**src/sv/jss_pkg.sv**
```systemverilog
`timescale 1ns / 1ps

package jss_pkg;

   // Fixed field widths.
   localparam int KEY_W   = 32;
   localparam int TADDR_W = 10;
   localparam int COUNT_W = 11;
   localparam int STEP_W  = 6;
   localparam int IDX_W   = 12;   // holds the block end, which may run past the entry count
   localparam int CSR_IDX_W  = 1;
   localparam int CSR_DATA_W = 11;

   // Request commands.
   localparam logic CMD_LOAD   = 1'b0;
   localparam logic CMD_SEARCH = 1'b1;

   // Register indexes.
   localparam logic [CSR_IDX_W-1:0] REG_ENTRY_COUNT = 1'b0;
   localparam logic [CSR_IDX_W-1:0] REG_JUMP_STEP   = 1'b1;

   typedef logic signed [KEY_W-1:0] key_type;

   typedef struct packed {
      logic [COUNT_W-1:0] entry_count;
      logic [STEP_W-1:0]  jump_step;
   } cfg_type;

   typedef struct packed {
      logic               valid;
      logic               found;
      logic [TADDR_W-1:0] position;
   } res_type;

endpackage

```
**src/sv/jss_search_fsm.sv**
```systemverilog
`timescale 1ns / 1ps

module jss_search_fsm #(
   parameter int TABLE_DEPTH = 1024,
   parameter int AW          = 10
) (
   input  logic             clock,
   input  logic             reset,
   input  logic             start,
   input  jss_pkg::key_type target,
   input  jss_pkg::cfg_type cfg,
   input  jss_pkg::key_type rd_data,
   input  logic             out_free,
   output logic             busy,
   output logic             rd_en,
   output logic [AW-1:0]    rd_addr,
   output jss_pkg::res_type res
);
   import jss_pkg::*;

   localparam logic [COUNT_W-1:0] N_CAP =
      COUNT_W'((TABLE_DEPTH < 2047) ? TABLE_DEPTH : 2047);

   typedef enum logic [3:0] {
      ST_IDLE = 4'b0001,
      ST_JUMP = 4'b0010,
      ST_SCAN = 4'b0100,
      ST_DONE = 4'b1000
   } state_type;

   state_type          state_ff, state_in;
   logic [IDX_W-1:0]   lo_ff, lo_in;
   logic [IDX_W-1:0]   hi_ff, hi_in;
   logic [COUNT_W-1:0] n_ff, n_in;
   logic [STEP_W-1:0]  s_ff, s_in;
   key_type            target_ff, target_in;
   logic               found_ff, found_in;
   logic [TADDR_W-1:0] pos_ff, pos_in;

   logic [COUNT_W-1:0] n_start;
   logic [STEP_W-1:0]  s_start;
   logic [IDX_W-1:0]   hi_next;
   logic [IDX_W-1:0]   lo_next;
   logic [IDX_W-1:0]   blk_end;
   logic [IDX_W-1:0]   rd_idx;

   always_comb begin
      n_start = cfg.entry_count;
      if (cfg.entry_count == '0) begin
         n_start = COUNT_W'(1);
      end else if (cfg.entry_count > N_CAP) begin
         n_start = N_CAP;
      end
      s_start = (cfg.jump_step == '0) ? STEP_W'(1) : cfg.jump_step;
   end

   assign hi_next = hi_ff + IDX_W'(s_ff);
   assign lo_next = lo_ff + IDX_W'(1);
   assign blk_end = (hi_ff < IDX_W'(n_ff)) ? hi_ff : IDX_W'(n_ff);

   always_comb begin
      state_in  = state_ff;
      lo_in     = lo_ff;
      hi_in     = hi_ff;
      n_in      = n_ff;
      s_in      = s_ff;
      target_in = target_ff;
      found_in  = found_ff;
      pos_in    = pos_ff;
      rd_en     = 1'b0;
      rd_idx    = '0;
      case (state_ff)
         ST_IDLE: begin
            if (start) begin
               n_in      = n_start;
               s_in      = s_start;
               target_in = target;
               lo_in     = '0;
               hi_in     = IDX_W'(s_start);
               rd_en     = 1'b1;
               rd_idx    = ((IDX_W'(s_start) < IDX_W'(n_start)) ?
                            IDX_W'(s_start) : IDX_W'(n_start)) - IDX_W'(1);
               state_in  = ST_JUMP;
            end
         end
         ST_JUMP: begin
            // rd_data holds the last key of the block [lo, hi).
            if (rd_data < target_ff) begin
               lo_in = hi_ff;
               hi_in = hi_next;
               if (hi_ff >= IDX_W'(n_ff)) begin
                  found_in = 1'b0;
                  pos_in   = '0;
                  state_in = ST_DONE;
               end else begin
                  rd_en  = 1'b1;
                  rd_idx = ((hi_next < IDX_W'(n_ff)) ? hi_next : IDX_W'(n_ff))
                           - IDX_W'(1);
               end
            end else begin
               rd_en    = 1'b1;
               rd_idx   = lo_ff;
               state_in = ST_SCAN;
            end
         end
         ST_SCAN: begin
            if (rd_data < target_ff) begin
               lo_in = lo_next;
               if (lo_next == blk_end) begin
                  found_in = 1'b0;
                  pos_in   = '0;
                  state_in = ST_DONE;
               end else begin
                  rd_en  = 1'b1;
                  rd_idx = lo_next;
               end
            end else begin
               found_in = (rd_data == target_ff);
               pos_in   = (rd_data == target_ff) ? lo_ff[TADDR_W-1:0] : '0;
               state_in = ST_DONE;
            end
         end
         ST_DONE: begin
            if (out_free) begin
               state_in = ST_IDLE;
            end
         end
         default: begin
            state_in = ST_IDLE;
         end
      endcase
   end

   always_ff @(posedge clock) begin
      if (reset) begin
         state_ff <= ST_IDLE;
      end else begin
         state_ff <= state_in;
      end
   end

   always_ff @(posedge clock) begin
      lo_ff     <= lo_in;
      hi_ff     <= hi_in;
      n_ff      <= n_in;
      s_ff      <= s_in;
      target_ff <= target_in;
      found_ff  <= found_in;
      pos_ff    <= pos_in;
   end

   assign rd_addr      = AW'(rd_idx);
   assign busy         = (state_ff != ST_IDLE);
   assign res.valid    = (state_ff == ST_DONE);
   assign res.found    = found_ff;
   assign res.position = pos_ff;

endmodule

```
**config.mk**
```make
export PLATFORM = sky130hd
export DESIGN_NAME = jss_search_fsm
export DESIGN_NICKNAME = d
export VERILOG_FILES = /design/src/sv/jss_pkg.sv /design/src/sv/jss_search_fsm.sv
export SDC_FILE = /design/constraint.sdc
export NUM_CORES = 1
export LEC_CHECK = 0
export ABC_CLOCK_PERIOD_IN_PS = 5200
export BUFFER_PORTS_ARGS = -buffer_cell sky130_fd_sc_hd__buf_4
export CAP_MARGIN = 20
export CORE_MARGIN = 2
export CORE_UTILIZATION = 52
export CTS_CLUSTER_DIAMETER = 150
export DETAILED_ROUTE_END_ITERATION = 10
export GPL_ROUTABILITY_DRIVEN = 0
export PLACE_DENSITY_LB_ADDON = 0.08
export SYNTH_ARGS = -nofsm -noshare
export SYNTH_HDL_FRONTEND = slang
export SYNTH_SLANG_ARGS = --single-unit
```
**constraint.sdc**
```tcl
create_clock -name clock -period 5.2 [get_ports clock]
set_input_delay 0.78 -clock clock [delete_from_list [all_inputs] [get_ports clock]]
set_output_delay 0.78 -clock clock [all_outputs]
set_load 0.1 [all_outputs]
```
Word level (Yosys, flattened, before mapping)
Cells that the tools add are included.
W data, S select, Z words.
{"block": "op_classes", "muxes": 43, "bitwise_logic": 0, "eq_ne": 14, "n_mul": 0, "addsub": 4, "shift": 0, "n_div": 0, "order_cmp": 6, "n_reduce_logical": 10}
{"cell": "$mux W10", "n": 12}
{"cell": "$mux W12", "n": 6}
{"cell": "$pmux W12 S3", "n": 1}
{"cell": "$eq A32 B32 Y1", "n": 1}
{"cell": "$lt A32 B32 Y1", "n": 1}
{"cell": "$pmux W10 S3", "n": 1}
{"cell": "$lt A12 B11 Y1", "n": 2}
{"cell": "$mux W4", "n": 6}
{"cell": "$pmux W12 S2", "n": 1}
{"cell": "$mux W11", "n": 2}
{"cell": "$pmux W10 S2", "n": 1}
{"cell": "$sub A10 B1 Y10 const B", "n": 2}
{"cell": "$pmux W4 S4", "n": 1}
{"cell": "$add A12 B1 Y12 const B", "n": 1}
{"cell": "$add A12 B6 Y12", "n": 1}
{"cell": "$eq A12 B12 Y1", "n": 1}
{"cell": "$ge A12 B11 Y1", "n": 1}
{"cell": "$reduce_and A4 Y1", "n": 3}
{"cell": "$gt A11 B11 Y1 const B", "n": 1}
{"cell": "$logic_not A11 Y1", "n": 1}
{"cell": "$lt A6 B11 Y1", "n": 1}
{"cell": "$ne A2 B2 Y1 const B", "n": 5}
{"cell": "$mux W1", "n": 9}
{"cell": "$logic_not A6 Y1", "n": 1}
{"cell": "other kinds (13)", "n": 15}
{"block": "word_totals", "out_inout_bits": 24, "mem_count": 0, "word_cells": 85, "regBits": 88, "mem_bits_rw": 0, "input_bits": 85, "latch_bits": 0, "rom_bits": 0}

Logic depth before layout (Yosys ltp)
{"block": "depth", "ltp_word": 8, "depth_mapped": 23, "depth_no_buf": 21}

Least setup slack after synthesis
No wires, ideal clock.
{"block": "synth_timing", "path_kind": "flip-flop to output port", "from": "register hi_ff[0]", "to": "output port rd_addr[8]", "slack_ns": -1.459, "stages_incl_launch_ff": 23, "arrival_time_ns": 5.879, "required_ns": 4.420, "n_path_buf": 2, "path_cell_list": "edfxtp_1 > ha_1 > inv_1 > fa_1 > nor2b_1 > o21ai_0 > a21boi_0 > o21a_1 > o311ai_0 > ha_1 > o21ai_0 > nand2b_1 > a21oi_1 > a31o_2 > and2_1 > buf_2 > buf_1 > mux2i_1 > ha_1 > inv_1 > nor4_1 > xor2_1 > o221ai_1"}
{"block": "synth_between", "elab_chain_len": 7, "elab_cells_between_ends": 13, "cone_classes": "add/sub: 2; order compare: 3; eq/ne: 1; mux: 7"}
{"element": "from (decl)", "line": "jss_search_fsm.sv:33", "source": "logic [IDX_W-1:0] hi_ff, hi_in;"}
{"element": "from (signal assigned)", "line": "jss_search_fsm.sv:144", "source": "hi_ff <= hi_in;"}
{"element": "$add A12 B6 Y12 (*)", "line": "jss_search_fsm.sv:57", "source": "assign hi_next = hi_ff + IDX_W'(s_ff);"}
{"element": "via hi_next[8]", "line": "jss_search_fsm.sv:42", "source": "logic [IDX_W-1:0] hi_next;"}
{"element": "$lt A12 B11 Y1", "line": "jss_search_fsm.sv:97", "source": "rd_idx = ((hi_next < IDX_W'(n_ff)) ? hi_next : IDX_W'(n_ff))"}
{"element": "$mux W10 (*)", "line": "jss_search_fsm.sv:97"}
{"element": "$sub A10 B1 Y10 (*)", "line": "jss_search_fsm.sv:98", "source": "- IDX_W'(1);"}
{"element": "$mux W10 (*)", "line": "jss_search_fsm.sv:91", "source": "if (hi_ff >= IDX_W'(n_ff)) begin"}
{"element": "$mux W10 (*)", "line": "jss_search_fsm.sv:88", "source": "if (rd_data < target_ff) begin"}
{"element": "$pmux W10 S3 (*)", "line": "jss_search_fsm.sv:72", "source": "case (state_ff)"}
{"element": "to (decl)", "line": "jss_search_fsm.sv:16", "source": "output logic [AW-1:0] rd_addr,"}
The timed path passes the listed nets; every way through them passes the cells marked *.

Worst setup path after layout
Ends and elaborated chain as after synthesis.

==> impl_results.md <==
- Crit path capture type: output port
- CTS sink cnt: 88
- Hold Vio Cnt, Final: 0
- Total Wirelength: 17000 um
- Synthesized instance count: 652
- Startpoint types: register
- Vias in the first global route: 5496
- P per Cell Area: 347 mW/mm2
- Post-Synthesis Net Count: 805
- H-tree Lvls: 3
- Top Ports: 109
- RSZ-0062 raised after global routing: true
- Placed inst area: 0.00753 mm2
- Skew-Pair Late Insertion Delay: 0.35 ns
- # setup viols final: 1
- Worst-path maximum fanout: 4
- Std cell rows: 40
- Outcome: finished with violations
- Initial antenna violation count: 0
- Ant. Diodes: 0
- Data arrival, critical path: 4.45 ns
- Synthesized area: 0.00642 mm2
- Avg Cell Area, Syn: 9.84 um2
- Share of cells above drive strength 1: 28.0%
- Routed vias: 5753
- Failing checks: setup timing
- Layout Skew: 0.00854 ns
- Post-detail-place hpwl: 12900 um
- Die Footprint: 0.0132 mm2
- Max Slew Vio Count: 0
- Post-route ant nets: 0
- Routed wire length per instance: 18.1 um
- Buffers on Ports: 108
- Gr ovfl total: 0
- Synthesis-stage register bit count: 88
- Maximum root-to-sink buffer count: 2
- Worst-path clk slew: 0.06 ns
- CTS Buf Count: 9
- Cell variety after synth: 77
- Period Utilization, post-route: 101%
- Initial drt markers: 459
- Max cap viols: 0
- Final worst slack: -0.0336 ns
- CP Class: register to output port
- Most used routing layer: met2
- Worst slew margin: 57.6%
- Initial DRT Pass Iterations: 7
- Initial Util: 53.4%
- CTS tree: done
- Met1 Usage GRT: 32.2%
- CP required: 4.42 ns
- Post-synthesis sequential area ratio: 40.6%
- EDFF count, synth: 84
- Synth Warn #: 0
- All-Layer GR Usage: 25.7%
- DRC violations left: 0
- Largest net degree at the start of global routing: 50
- Core ar.: 0.0120 mm2
- Period minus WS final: 5.23 ns
- Cell area after layout: 0.00821 mm2
- Post-Place Worst Slack: 0.00900 ns
- DIE HEIGHT: 115 um
- Hold crit path type: primary input to register
- Setup TNS: -0.0336 ns
- Fin nets: 938
- Root Buffer: clkbuf_16
- Vias per std cell: 6.14
- Actual slew at the worst max-slew pin: 0.636 ns
- P_leak: 3.50 nW
- GRT met3 Usage: 3.58%
- Die W: 115 um
- Async set-reset flop share out of synthesis: 0%
- Primary FF master, synth: edfxtp_1
- Grt met2 use: 44.2%
- Syn-to-layout area delta: 28.0%
- F_max: 191 MHz
- VDD IR max: 231 uV
- First-pass GRT wire length: 26200 um
-- worst max-delay path, cell delays in order, from the launching register on --
cell and delay, ns:
edfxtp_1 0.39, ha_2 0.20, inv_2 0.06, fa_2 0.21, nor2b_2 0.05, o21ai_2 0.18, a21boi_2 0.11, o21a_1 0.23
o311ai_4 0.38, ha_4 0.25, o21ai_1 0.16, nand2b_1 0.10, a21oi_2 0.12, a31o_2 0.12, and2_4 0.19, mux2i_4 0.27
ha_4 0.18, inv_4 0.05, nor4_4 0.27, xor2_1 0.11, o221ai_2 0.23, buf_8 0.24
-- flip-flops by register name (all words and copies together), names as in the netlist --
register and flops:
s_ff 6, state_ff 4, hi_ff 12, target_ff 32
n_ff 11, pos_ff 10, found_ff 1, lo_ff 12
-- per-stage QoR --
step	util (%)	instances	hold slack [ns]	total power [W]
detailed placement	62.7	903	0.608	0.00205
finish	68.4	937	0.603	0.00285
global route	68.4	937	0.594	0.00300
CTS	66.4	927	0.590	0.00272
floorplan	-	652	0.574	0.00174
global placement	62.7	903	0.602	0.00202
-- layer usage --
metal,vias to the layer above,wire (um)
li1,2705,-
met1,2731,6870
met2,270,8370
met3,47,1140
met4,0,588
met5,-,0
-- synth_stat cells (all sizes together), types with 5 or more instances --
cell,number,area (um2)
edfxtp,84,2520
inv,69,259
ha,67,838
o21ai,39,195
nand2,36,138
a21oi,35,175
nor2,33,126
nand3,23,115
and2,19,120
nor3,17,85.1
clkbuf,15,56.3
xnor2,15,131
nand2b,14,87.6
xor2,14,123
a21o,12,91.3
nand4,11,75.1
o211ai,11,82.6
and3,10,68.8
nor2b,9,56.3
a211oi,8,60.1
o21a,8,61.3
a31oi,7,43.8
buf,7,55.1
or3,7,53.8
nor4,6,37.5
nor4b,6,52.6
and4,5,47.6
mux2i,5,50.1
o22ai,5,31.3
-- layout make-up --
type / instances / area [um2]
clock inverter: 4 / 28.8
multi-input combinational: 473 / 3740
sequential: 88 / 2600
inverter: 69 / 262
clock buffer: 12 / 256
tap: 147 / 184
fill: 934 / 3800
timing repair buffer: 144 / 1140
-- path summary, 6_finish.rpt --
path	slack [ns]	cells after the start	end	start
setup / recovery	-0.03	21	rd_addr[8]	hi_ff[0]
hold / removal	0.60	1	target_ff[20]	target[20]
setup reg to reg	0.82	11	pos_ff[9]	n_ff[6]
hold reg to reg	0.62	1	pos_ff[9]	lo_ff[9]
-- logic make-up (layout without fill, tap and decap cells) --
| logic type | after synthesis | after routing | share of synthesized area, % |
|---|---|---|---|
| buffers and inverters | 91 | 229 | 5.77 |
| adder cells (fa/ha/maj) | 68 | 68 | 13.4 |
| XOR/XNOR | 29 | 29 | 3.96 |
| flip-flops | 88 | 88 | 40.6 |
| AO/OA/AOI/OAI | 167 | 167 | 17.8 |
| AND/OR/NAND/NOR | 203 | 203 | 17.6 |
| multiplexers | 6 | 6 | 0.955 |
-- placed cells by master, fill, tap and decap left out, types with 13 or more instances in the layout --
cell	count
a21oi_1	34
xnor2_1	13
nand2b_1	14
nor2_1	32
nor3_1	16
buf_4	136
ha_1	60
and2_1	16
xor2_1	13
edfxtp_1	84
nand3_1	22
inv_1	66
o21ai_0	31
nand2_1	34
-- power by group --
| group | switching [W] | internal [W] | leakage, nW |
|---|---|---|---|
| logic | 0.000735 | 0.000523 | 2.51 |
| registers | 0.0000889 | 0.000898 | 0.857 |
| clock network | 0.000257 | 0.000349 | 0.135 |
| total | 0.00108 | 0.00177 | 3.50 |
-- repair_timing --
item	in CTS	in global routing
endpoints found under the hold margin	0	0
hold buffers	0	0
gates resized for setup	21	33
buffers inserted	8	10
setup endpoints to repair	5	10
pin swaps	12	32
Note: power is estimated with default switching activity, not from simulation.
